`config.mk`:
```
export PLATFORM = sky130hd
export DESIGN_NAME = button_click_event_detector
export DESIGN_NICKNAME = d
export VERILOG_FILES = /design/src/rtl/bce_pkg.sv /design/src/rtl/bce_ram.sv /design/src/rtl/button_click_event_detector.sv
export VERILOG_INCLUDE_DIRS = /design/src /design/src/rtl
export SDC_FILE = /design/constraint.sdc
export NUM_CORES = 1
export LEC_CHECK = 0
export BUFFER_PORTS_ARGS = -buffer_cell sky130_fd_sc_hd__buf_4
export CELL_PAD_IN_SITES_DETAIL_PLACEMENT = 1
export CELL_PAD_IN_SITES_GLOBAL_PLACEMENT = 2
export CORE_MARGIN = 2
export CORE_UTILIZATION = 45
export CTS_CLUSTER_SIZE = 16
export DETAILED_ROUTE_END_ITERATION = 16
export PLACE_DENSITY = 0.78
export SYNTH_ARGS = -nofsm -noshare
export SYNTH_HDL_FRONTEND = slang
export SYNTH_HIERARCHICAL = 1
export SYNTH_SLANG_ARGS = --single-unit
export TNS_END_PERCENT = 10
```
`constraint.sdc`:
```
create_clock -name clk -period 7 [get_ports clk]
set_clock_uncertainty 0.1 [all_clocks]
set_input_delay 1.4 -clock clk [delete_from_list [all_inputs] [get_ports clk]]
set_output_delay 1.4 -clock clk [all_outputs]
set_load 0.02 [all_outputs]
```
`src/rtl/assert_macros.svh`:
```
// Assertion macros used by the top-level RTL file of the button event detector.
`ifndef ASSERT_MACROS_SVH
`define ASSERT_MACROS_SVH

`ifndef NO_ASSERTIONS

// Same-cycle implication, checked on every rising edge outside reset.
`define ASSERT_IMPL(name, ante, cons, msg) \
  name: assert property (@(posedge clk) disable iff (rst) (ante) |-> (cons)) else $error(msg);

// Next-cycle implication.
`define ASSERT_NEXT(name, ante, cons, msg) \
  name: assert property (@(posedge clk) disable iff (rst) (ante) |=> (cons)) else $error(msg);

`else

`define ASSERT_IMPL(name, ante, cons, msg)
`define ASSERT_NEXT(name, ante, cons, msg)

`endif

`endif

```
`src/rtl/bce_pkg.sv`:
```
// Package: types, codes and reset constants of the button event detector.
`timescale 1ns / 1ps
`default_nettype none

package bce_pkg;

  localparam int BCE_NUM_KEYS = 6;

  localparam int KEY_W  = 3;
  localparam int TIME_W = 32;
  localparam int CFG_W  = 16;
  localparam int CODE_W = 3;
  localparam int REG_W  = 2;

  typedef enum logic [1:0] {
    PH_RELEASED = 2'd0,
    PH_DEBOUNCE = 2'd1,
    PH_SHORT    = 2'd2,
    PH_LONG     = 2'd3
  } phase_t;

  typedef enum logic [CODE_W-1:0] {
    EV_NONE       = 3'd0,
    EV_SINGLE     = 3'd1,
    EV_DOUBLE     = 3'd2,
    EV_LONG_START = 3'd3,
    EV_LONG_END   = 3'd4
  } event_code_t;

  typedef enum logic [REG_W-1:0] {
    REG_DEBOUNCE     = 2'd0,
    REG_LONG_PRESS   = 2'd1,
    REG_DOUBLE_CLICK = 2'd2
  } reg_index_t;

  localparam logic [CFG_W-1:0] DEBOUNCE_RESET     = 16'd20;
  localparam logic [CFG_W-1:0] LONG_PRESS_RESET   = 16'd1000;
  localparam logic [CFG_W-1:0] DOUBLE_CLICK_RESET = 16'd300;

  // Per-key state word kept in the RAM.
  typedef struct packed {
    phase_t              phase;
    logic [TIME_W-1:0]   press_start;
    logic [TIME_W-1:0]   last_release;
    event_code_t         prev_event;
  } key_entry_t;

  localparam key_entry_t ENTRY_RESET = '{
    phase:        PH_RELEASED,
    press_start:  '0,
    last_release: '0,
    prev_event:   EV_NONE
  };

  // One result waiting in the output queue.
  typedef struct packed {
    logic [KEY_W-1:0] key;
    event_code_t      code;
  } result_t;

endpackage

`default_nettype wire

```
`src/rtl/bce_ram.sv`:
```
// Generic single-write, single-read RAM with registered read data.
`timescale 1ns / 1ps
`default_nettype none

module bce_ram #(
  parameter int WIDTH = 8,
  parameter int DEPTH = 8,
  localparam int AW = (DEPTH > 1) ? $clog2(DEPTH) : 1
) (
  input  wire logic             clk,
  input  wire logic             we,
  input  wire logic [AW-1:0]    waddr,
  input  wire logic [WIDTH-1:0] wdata,
  input  wire logic             re,
  input  wire logic [AW-1:0]    raddr,
  output logic      [WIDTH-1:0] rdata
);

  logic [WIDTH-1:0] mem [DEPTH];

  always_ff @(posedge clk) begin
    if (we) begin
      mem[waddr] <= wdata;
    end
    if (re) begin
      rdata <= mem[raddr];
    end
  end

endmodule

`default_nettype wire

```
`src/rtl/button_click_event_detector.sv`:
```
// Top level: per-key debounce, click, double-click and long-press detector.
//
//  channel  | handshake             | payload
//  ---------+-----------------------+-------------------------------------
//  in       | in_valid / in_stall   | key_index, key_level, now_ms
//  out      | out_valid / out_stall | event_key, event_code
//  cfg      | cfg_we                | cfg_index, cfg_data (write only)
//
// One item per cycle sustained while in_stall is low; each accepted item gives one
// result (registered RAM read, then update and write-back into the result queue).
// A back-to-back item for the same key takes the just-written state from a
// bypass register, since the RAM read and write land on the same edge.
// Per-key valid bits make unwritten entries read as
// released with zero times. A three-entry result queue lets input continue
// while output stalls; input stalls once the queue plus the update stage hold
// three items.
`timescale 1ns / 1ps
`default_nettype none
`include "assert_macros.svh"

module button_click_event_detector
  import bce_pkg::*;
#(
  parameter int NUM_KEYS = BCE_NUM_KEYS
) (
  input  wire logic              clk,
  input  wire logic              rst,
  input  wire logic              in_valid,
  output logic                   in_stall,
  input  wire logic [KEY_W-1:0]  key_index,
  input  wire logic              key_level,
  input  wire logic [TIME_W-1:0] now_ms,
  output logic                   out_valid,
  input  wire logic              out_stall,
  output logic      [KEY_W-1:0]  event_key,
  output logic      [CODE_W-1:0] event_code,
  input  wire logic              cfg_we,
  input  wire logic [REG_W-1:0]  cfg_index,
  input  wire logic [CFG_W-1:0]  cfg_data
);

  localparam int AW      = (NUM_KEYS > 1) ? $clog2(NUM_KEYS) : 1;
  localparam int ENTRY_W = $bits(key_entry_t);
  localparam int QDEPTH  = 3;

  // configuration
  logic [CFG_W-1:0] debounce_ms;
  logic [CFG_W-1:0] long_press_ms;
  logic [CFG_W-1:0] double_click_ms;

  always_ff @(posedge clk) begin
    if (rst) begin
      debounce_ms     <= DEBOUNCE_RESET;
      long_press_ms   <= LONG_PRESS_RESET;
      double_click_ms <= DOUBLE_CLICK_RESET;
    end else if (cfg_we) begin
      unique case (cfg_index)
        REG_DEBOUNCE:     debounce_ms     <= cfg_data;
        REG_LONG_PRESS:   long_press_ms   <= cfg_data;
        REG_DOUBLE_CLICK: double_click_ms <= cfg_data;
        default: ;
      endcase
    end
  end

  // input side
  logic                  in_take;
  logic [KEY_W+AW-1:0]   in_key_ext;
  logic [AW-1:0]         in_addr;
  logic                  in_in_range;

  assign in_take     = in_valid && !in_stall;
  assign in_key_ext  = {{AW{1'b0}}, key_index};
  assign in_addr     = in_key_ext[AW-1:0];
  assign in_in_range = in_key_ext < (KEY_W+AW)'(NUM_KEYS);

  // update stage registers
  logic              s1_valid;
  logic              s1_in_range;
  logic [KEY_W-1:0]  s1_key;
  logic [AW-1:0]     s1_addr;
  logic              s1_level;
  logic [TIME_W-1:0] s1_now;
  logic              s1_ent_valid;
  logic              byp_valid;
  key_entry_t        byp_data;

  logic [NUM_KEYS-1:0] valid_bits;
  logic [ENTRY_W-1:0]  ram_rdata;

  key_entry_t  cur;
  key_entry_t  entry_next;
  phase_t      phase_next;
  event_code_t ev;
  logic [TIME_W-1:0] held_ms;
  logic [TIME_W-1:0] gap_ms;
  logic        s1_write;
  logic        is_release_ev;

  bce_ram #(
    .WIDTH(ENTRY_W),
    .DEPTH(NUM_KEYS)
  ) u_state_ram (
    .clk  (clk),
    .we   (s1_write),
    .waddr(s1_addr),
    .wdata(entry_next),
    .re   (in_take),
    .raddr(in_addr),
    .rdata(ram_rdata)
  );

  assign s1_write = s1_valid && s1_in_range;

  always_ff @(posedge clk) begin
    if (rst) begin
      s1_valid   <= 1'b0;
      byp_valid  <= 1'b0;
      valid_bits <= '0;
    end else begin
      s1_valid  <= in_take;
      // same key written this edge: RAM read returns stale data, so bypass
      byp_valid <= in_take && s1_write && (s1_addr == in_addr);
      if (s1_write) begin
        valid_bits[s1_addr] <= 1'b1;
      end
    end
  end

  always_ff @(posedge clk) begin
    if (in_take) begin
      s1_in_range  <= in_in_range;
      s1_key       <= key_index;
      s1_addr      <= in_addr;
      s1_level     <= key_level;
      s1_now       <= now_ms;
      s1_ent_valid <= in_in_range && valid_bits[in_addr];
      byp_data     <= entry_next;
    end
  end

  always_comb begin
    if (byp_valid) begin
      cur = byp_data;
    end else if (s1_ent_valid) begin
      cur = key_entry_t'(ram_rdata);
    end else begin
      cur = ENTRY_RESET;
    end
  end

  assign held_ms = s1_now - cur.press_start;
  assign gap_ms  = cur.press_start - cur.last_release;

  // next phase
  always_comb begin
    phase_next = cur.phase;
    unique case (cur.phase)
      PH_RELEASED: begin
        if (s1_level) phase_next = PH_DEBOUNCE;
      end
      PH_DEBOUNCE: begin
        if (!s1_level) begin
          phase_next = PH_RELEASED;
        end else if (held_ms > {16'd0, debounce_ms}) begin
          phase_next = PH_SHORT;
        end
      end
      PH_SHORT: begin
        // long test comes first, even on a release sample
        if (held_ms > {16'd0, long_press_ms}) begin
          phase_next = PH_LONG;
        end else if (!s1_level) begin
          phase_next = PH_RELEASED;
        end
      end
      PH_LONG: begin
        if (!s1_level) phase_next = PH_RELEASED;
      end
      default: phase_next = PH_RELEASED;
    endcase
  end

  // event and history
  always_comb begin
    ev = EV_NONE;
    unique case (cur.phase)
      PH_SHORT: begin
        if (held_ms > {16'd0, long_press_ms}) begin
          ev = EV_LONG_START;
        end else if (!s1_level) begin
          if (cur.prev_event == EV_SINGLE && gap_ms <= {16'd0, double_click_ms}) begin
            ev = EV_DOUBLE;
          end else begin
            ev = EV_SINGLE;
          end
        end
      end
      PH_LONG: begin
        if (!s1_level) ev = EV_LONG_END;
      end
      PH_RELEASED, PH_DEBOUNCE: ev = EV_NONE;
      default: ev = EV_NONE;
    endcase

    is_release_ev = (ev == EV_SINGLE) || (ev == EV_DOUBLE) || (ev == EV_LONG_END);

    entry_next       = cur;
    entry_next.phase = phase_next;
    if (cur.phase == PH_RELEASED && s1_level) begin
      entry_next.press_start = s1_now;
    end
    if (is_release_ev) begin
      entry_next.last_release = s1_now;
      entry_next.prev_event   = ev;
    end
  end

  // result queue
  result_t          q_mem [QDEPTH];
  logic [1:0]       q_wr;
  logic [1:0]       q_rd;
  logic [1:0]       occ;
  logic             out_take;
  result_t          res;

  assign res.key  = s1_key;
  assign res.code = s1_in_range ? ev : EV_NONE;

  assign out_valid  = (occ != 2'd0);
  assign out_take   = out_valid && !out_stall;
  assign event_key  = q_mem[q_rd].key;
  assign event_code = q_mem[q_rd].code;
  assign in_stall   = ({1'b0, occ} + {2'b00, s1_valid}) >= 3'(QDEPTH);

  always_ff @(posedge clk) begin
    if (rst) begin
      q_wr <= '0;
      q_rd <= '0;
      occ  <= '0;
    end else begin
      if (s1_valid) begin
        q_wr <= (q_wr == 2'(QDEPTH - 1)) ? 2'd0 : q_wr + 2'd1;
      end
      if (out_take) begin
        q_rd <= (q_rd == 2'(QDEPTH - 1)) ? 2'd0 : q_rd + 2'd1;
      end
      occ <= occ + {1'b0, s1_valid} - {1'b0, out_take};
    end
  end

  always_ff @(posedge clk) begin
    if (s1_valid) begin
      q_mem[q_wr] <= res;
    end
  end

  `ASSERT_IMPL(a_queue_room, s1_valid, occ <= 2'd2, "result queue would overflow")
  `ASSERT_IMPL(a_bypass_live, byp_valid, s1_valid, "bypass set without a live item")
  `ASSERT_NEXT(a_accept_moves, in_take, s1_valid, "accepted item did not reach update")
  `ASSERT_IMPL(a_range_quiet, s1_valid && !s1_in_range, res.code == EV_NONE,
               "out-of-range key produced an event")

endmodule

`default_nettype wire
```
Word-level counts from Yosys, hierarchy flattened
Memory sizes are Yosys's and may differ from the RTL's. A register that Yosys moved wholly into a read port is not among the register bits.
Cells that the tools add are included.
Widths: inputs -> output; s select.
{"block": "totals", "memories": 2, "ramBits": 432, "input_bits": 59, "word_cells": 96, "ff_bits": 169, "output_inout_bits": 8}
{"memory": "u_state_ram.mem", "words": 6, "word_bits": 69, "read_ports": 1, "rd_ports_with_merged_regs": 1, "wr": 1, "line_no": "bce_ram.sv:19", "rtl": "logic [WIDTH-1:0] mem [DEPTH];"}
{"memory": "q_mem", "words": 3, "word_bits": 6, "read_ports": 1, "rd_ports_with_merged_regs": 1, "wr": 1, "line_no": "button_click_event_detector.sv:220", "rtl": "result_t q_mem [QDEPTH];"}
{"block": "classes", "reduce_logical": 20, "eq_ne": 12, "add_sub_neg": 7, "bitwise": 1, "n_lt_le_gt_ge": 8, "n_mux": 28}
{"cell": "$mux 69", "n": 2}
{"cell": "$gt 32x16->1", "n": 2}
{"cell": "$sub 32x32->32", "n": 2}
{"cell": "$mux 35", "n": 1}
{"cell": "$le 32x16->1", "n": 1}
{"cell": "$mux 32", "n": 1}
{"cell": "$mux 2", "n": 12}
{"cell": "$eq 2x2->1 const B", "n": 5}
{"cell": "$logic_and 1x1->1", "n": 9}
{"cell": "$pmux 3 s3", "n": 1}
{"cell": "$lt 3x4->1 const B", "n": 2}
{"cell": "$pmux 2 s4", "n": 1}
{"cell": "$eq 3x1->1 const B", "n": 2}
{"cell": "$mux 1", "n": 6}
{"cell": "$mux 3", "n": 2}
{"cell": "$or 6x6->6", "n": 1}
{"cell": "$reduce_and 2->1", "n": 3}
{"cell": "$add 2x1->2 const B", "n": 2}
{"cell": "$eq 2x1->1 const B", "n": 2}
{"cell": "$logic_not 2->1", "n": 2}
{"cell": "$add 2x1->3", "n": 1}
{"cell": "$bmux 1 s3", "n": 1}
{"cell": "$demux 1 s3", "n": 1}
{"cell": "$eq 3x2->1 const B", "n": 1}
{"cell": "other kinds (11)", "n": 13}

Logic depth before layout (Yosys ltp)
{"block": "depth", "ltp_word": 13, "depth_mapped": 35, "ltp_nobuf": 26}

Hierarchy
Netlist, hierarchy kept.
{"mod": "bce_ram", "area_per_inst_um2": 18221.2, "seq_area_each_um2": 14503.9, "cells_per_inst": 886, "n_inst": 1}
{"mod": "button_click_event_detector", "area_per_inst_um2": 13638.1, "seq_area_each_um2": 5034.8, "cells_per_inst": 1529, "n_inst": 1}

Worst setup path before layout
OpenSTA, ideal clock, no wires.
{"block": "synth_timing", "path_type": "reg2reg", "start": "register byp_valid", "end": "register byp_data[12] in the netlist's numbering (data pin)", "n_path_buf": 10, "path_stages_with_launch": 36, "slack_ns": 0.514, "t_arrival_ns": 6.118, "period_less_slack_ns": 6.486, "setup_time_ns": 0.268, "path_cell_list": "dfxtp_1 buf_6 buf_6 buf_6 buf_2 buf_2 buf_1 clkbuf_1 buf_1 a22oi_1 inv_1 ha_1 inv_1 a31oi_1 nor2_1 maj3_1 nor2_1 nor3_1 and2_1 a211o_1 xnor2_1 ha_1 a21o_1 a21o_1 a21o_1 a21oi_1 nor2b_1 o21ai_0 nand2_1 a211o_1 a211oi_1 and4_1 o21a_1 buf_6 buf_12 mux2_4"}
{"element": "start: declaration", "line_no": "button_click_event_detector.sv:85", "rtl": "logic byp_valid;"}
{"element": "start signal: assignment", "line_no": "button_click_event_detector.sv:123", "rtl": "byp_valid <= in_take && s1_write && (s1_addr == in_addr);"}
{"element": "end signal: assignment", "line_no": "button_click_event_detector.sv:138", "rtl": "byp_data <= entry_next;"}
{"element": "end: declaration", "line_no": "button_click_event_detector.sv:86", "rtl": "key_entry_t byp_data;"}

==> results <==
- The TritonCTS buffer count is a little over 70.
- The estimated wirelength of the detail-placed design is about 57 mm.
- The number of hold violations in the final report came to 0.
- The number of I/O port buffers is 66.
- Power spread over the standard cell area amounts to between 300 and 400 nW/um^2.
- For this run, the total global-route usage over all layers was measured as 23.99%.
- The congestion estimate from routability-driven global placement came to between 0.8 and 0.9.
- Summing the sequential cell areas from Yosys gives about 60% of the chip area.
- The final cycle utilization of the critical path is ~90%.
- The synthesized design contains 672 register bits.
- The clock latency reported for the late side of the worst-skew pair is around 0.62 ns.
- At the end of the flow the core is filled with cells to 50.59%.
- Once the clock tree was built, the resizer swapped 0 gates to a different size.
- The reg2reg setup slack is between 0.7 and 0.8 ns.
- The DRC violation total after the first TritonRoute iteration is about 1600.
- For this design the top-level I/O count stands at 67.
- The synthesized netlist cell count is 2415.
- The mean area per synthesized cell is about 13 um^2.
- The worst hold path stage count is 2.
- The height of the die is around 270 um.
- Yosys attributes the largest share of cell area to edfxtp_1, mux2i_1, ha_1.
- The share of the synthesized area in the top cell type is a little under three fifths.
- In the synthesized netlist the dominant register cell turns out to be edfxtp_1.
- The number of nets at the end of the flow is between 2000 and 3000.
- Counting every sink on the clock net gives ~670.
- The H-tree generated during clock tree synthesis spans 3 levels.
- After floorplanning, the core was sized to cover about 70000 um^2.
- The remaining antenna violation count is 0.
- The flow ran to the end, and the final reports show no timing, DRC or antenna violations.
- The clock passes through at most 3 buffers.
- The highest clock rate is about 160 MHz.
- Counting the fill cells in the layout gives about 7000.
- The fraction of layout cells with a size suffix above 1 is between 10% and 20%.
- The maximum ir drop on the vdd rail is approximately 0.0002 V.
- The final routed DRC violation total is 0.
- The launch point of the worst hold path is debounce_ms[1]$_SDFFE_PP0P_.
- The number of detailed-routing iterations run before antenna repair is 5.
- The reg-to-reg startpoint is byp_valid$_SDFF_PP0_.
- The aggregate negative setup slack is 0 ns.
- In this run the clock root is driven by a clkbuf_16.
- The worst hold path belongs to the class register to register.
- The area of all sequential standard cells is between 15000 and 20000 um^2.
- For the worst setup path, the data required time is just over 7 ns.
- STA classifies the critical path startpoint as a register.
- The antenna diode instance count is 0.
- The initial antenna violation count is 1.
- STA puts the critical path data arrival time at approximately 6.5 ns.
- The category of the worst setup path capture point is a register.
- The measured slew at the worst slew-check pin is 1.026 ns.
- Global routing finished with a remaining overflow of 0.
- The worst register-to-register path has a depth of 24.
- The pre-CTS worst setup slack is 0.7807 ns.
- In this run, distinct cell masters in the synthesized netlist total between 80 and 90.
- Entering global routing, the biggest net connects approximately 120 pins.
- The clock-pin transition on the worst setup and hold timing paths is approximately 0.070 ns.
- From left edge to right edge, the die measures 270.1 um.
- Summing every instance area after synthesis gives ~32000 um^2.
- In the routed layout, each cell is associated on average with a via count of approximately 5.9.
- TritonCTS built the clock tree.
- The die covers between 70000 and 80000 um^2.
- The first global-routing pass estimated 133.1 mm of wire.
- The via count of the first global-routing pass is 20980.
- The worst register-to-register path ends at u_state_ram/mem[5][4]$_DFFE_PP_.
- Setup violations remaining at the end of the flow were counted as 0.
- The initial utilization of the core area, before any placement, comes to 45.49%.
- The static leakage power is approximately 13 nW.
- The largest total area in the synthesized netlist belongs to edfxtp_1.
- Setup repair after global routing left no endpoint under its margin.
- The footprint of the multi-input gates is about 11000 um^2.
- The worst path needs roughly 6.3 ns of the cycle, external delays included.
- The hold buffer count at CTS is 0.
- In this run the worst path has a maximum fanout of 46.
- Relative to the synthesized area, the layout overhead comes to 11.19%.
- For hold timing, the worst endpoint is debounce_ms[1]$_SDFFE_PP0P_.
- The count of max-cap constraint violations is 0.
- The worst slew margin relative to its limit is a little under a third.
- The number of enable-type register cells in the synthesized netlist is roughly 600.
- The routed wirelength normalized by instance count is about 25 um.
- The number of max-slew violations in the final report is 0.
- The final route contains around 20000 vias.
- The Yosys step of the flow raised 6 warnings.
- The worst setup path category is register to register.
- The total wire length after detailed routing is 87.96 mm.
- The post-CTS repair timing setup buffer count is 0.
- The floorplan has between 90 and 100 rows.
- The post-route worst setup slack is between 0.7 and 0.8 ns.
- When the netlist entered floorplanning its net count stood at approximately 2600.
- After synthesis, the share of flip-flops with an asynchronous set or reset is 0%.
-- sequential cells by signal, indices dropped and copies added (netlist names), 2 cells and up, named ones only --
signal / flops
u_state_ram/rdata: 69
s1_addr: 3
s1_now: 32
occ: 2
q_rd: 2
byp_data: 69
debounce_ms: 16
q_wr: 2
valid_bits: 6
q_mem: 18
long_press_ms: 16
double_click_ms: 16
u_state_ram/mem: 414
-- per-layer routing --
| metal | global-route usage [%] | vias to the layer above | wire length (um) |
|---|---|---|---|
| met1 | 35.08 | 10490 | 41870 |
| met5 | 0 | - | 0 |
| met4 | 6.111 | 0 | 1699 |
| li1 | - | 9259 | - |
| met3 | 2.889 | 89 | 4018 |
| met2 | 38.03 | 471 | 40380 |
-- placed cells by master, fill, tap and decap left out, types with 46 or more instances in the layout --
| cell type | netlist | final |
|---|---|---|
| a21oi_1 | 166 | 166 |
| a22oi_1 | 56 | 56 |
| dfxtp_1 | 64 | 63 |
| nand2_1 | 162 | 162 |
| nor2_1 | 116 | 112 |
| buf_4 | 10 | 95 |
| ha_1 | 103 | 103 |
| clkbuf_16 | 0 | 73 |
| mux2i_1 | 242 | 242 |
| inv_1 | 127 | 126 |
| a21oi_2 | 62 | 62 |
| a22o_1 | 76 | 76 |
| o21ai_0 | 46 | 46 |
| edfxtp_1 | 608 | 608 |
-- metrics by stage --
step	std cells	hold WS, ns	area (um^2)	total power, W
finish	3461	0.3577	35420	0.01143
floorplan	2415	0.3315	31860	0.006900
global route	3461	0.3765	35420	0.01195
global placement	3333	0.3423	33150	0.007692
detailed placement	3333	0.3511	33150	0.007787
CTS	3461	0.3645	35420	0.01150
-- where the power goes --
part,internal [W],switching (W)
clock network,0.00216,0.00153
registers,0.00485,0.000195
logic,0.000958,0.00173
total,0.00797,0.00346
-- area by class of cell --
type,count,area share [%]
inverter,127,1.367
clock inverter,41,1.017
multi-input combinational,1494,31.46
tap,940,3.320
clock buffer,87,5.390
sequential,672,55.17
timing repair buffer,100,2.282
-- worst max-delay path by stage --
stage                                             to  depth (start not counted)  slack [ns]                  from
floorplan                     byp_data[12]$_DFFE_PP_                         35        0.51  byp_valid$_SDFF_PP0_
global placement    u_state_ram/mem[5][34]$_DFFE_PP_                         24        0.90  byp_valid$_SDFF_PP0_
detailed placement  u_state_ram/mem[3][31]$_DFFE_PP_                         24        0.78  byp_valid$_SDFF_PP0_
CTS                 u_state_ram/mem[5][31]$_DFFE_PP_                         24        0.70  byp_valid$_SDFF_PP0_
global route         u_state_ram/mem[1][1]$_DFFE_PP_                         23        0.23  byp_valid$_SDFF_PP0_
finish               u_state_ram/mem[5][4]$_DFFE_PP_                         24        0.70  byp_valid$_SDFF_PP0_
-- synthesized netlist by cell type (all sizes together) (22+ instances only) --
master / count
edfxtp: 608
mux2i: 242
a21oi: 228
nand2: 163
inv: 127
nor2: 117
ha: 103
a22o: 76
clkbuf: 72
dfxtp: 64
a22oi: 56
o21ai: 52
buf: 50
xnor2: 35
xor2: 33
a21o: 31
nor3: 28
nand3: 26
nand4: 23
nor2b: 22
-- worst max-delay path: stages (launching register included) --
cell	delay, ns
dfxtp_4	0.46
nor2b_4	0.22
buf_12	0.26
a22oi_1	0.16
ha_1	0.25
maj3_1	0.41
nor2_1	0.13
nor3_1	0.07
and2_1	0.17
a211o_1	0.31
xnor2_1	0.22
ha_1	0.29
a21o_1	0.18
a21o_1	0.18
a21o_1	0.17
a21oi_1	0.14
nor2b_1	0.06
o21ai_0	0.15
nand2_1	0.10
a211o_1	0.30
a211oi_1	0.30
and4_1	0.33
o21a_2	0.19
buf_12	0.28
mux2i_1	0.53
-- kinds of logic (layout without fill, tap and decap cells) --
family	Yosys count	in the layout	synth area share [%]
buffers and inverters	249	355	3.919
flip-flops	672	672	61.33
AO/OA/AOI/OAI	590	590	13.13
XOR/XNOR	68	68	1.869
adder cells (fa/ha/maj)	110	110	4.300
multiplexers	252	252	8.063
AND/OR/NAND/NOR	474	474	7.391
No activity file was read; power rests on OpenSTA's default activity.
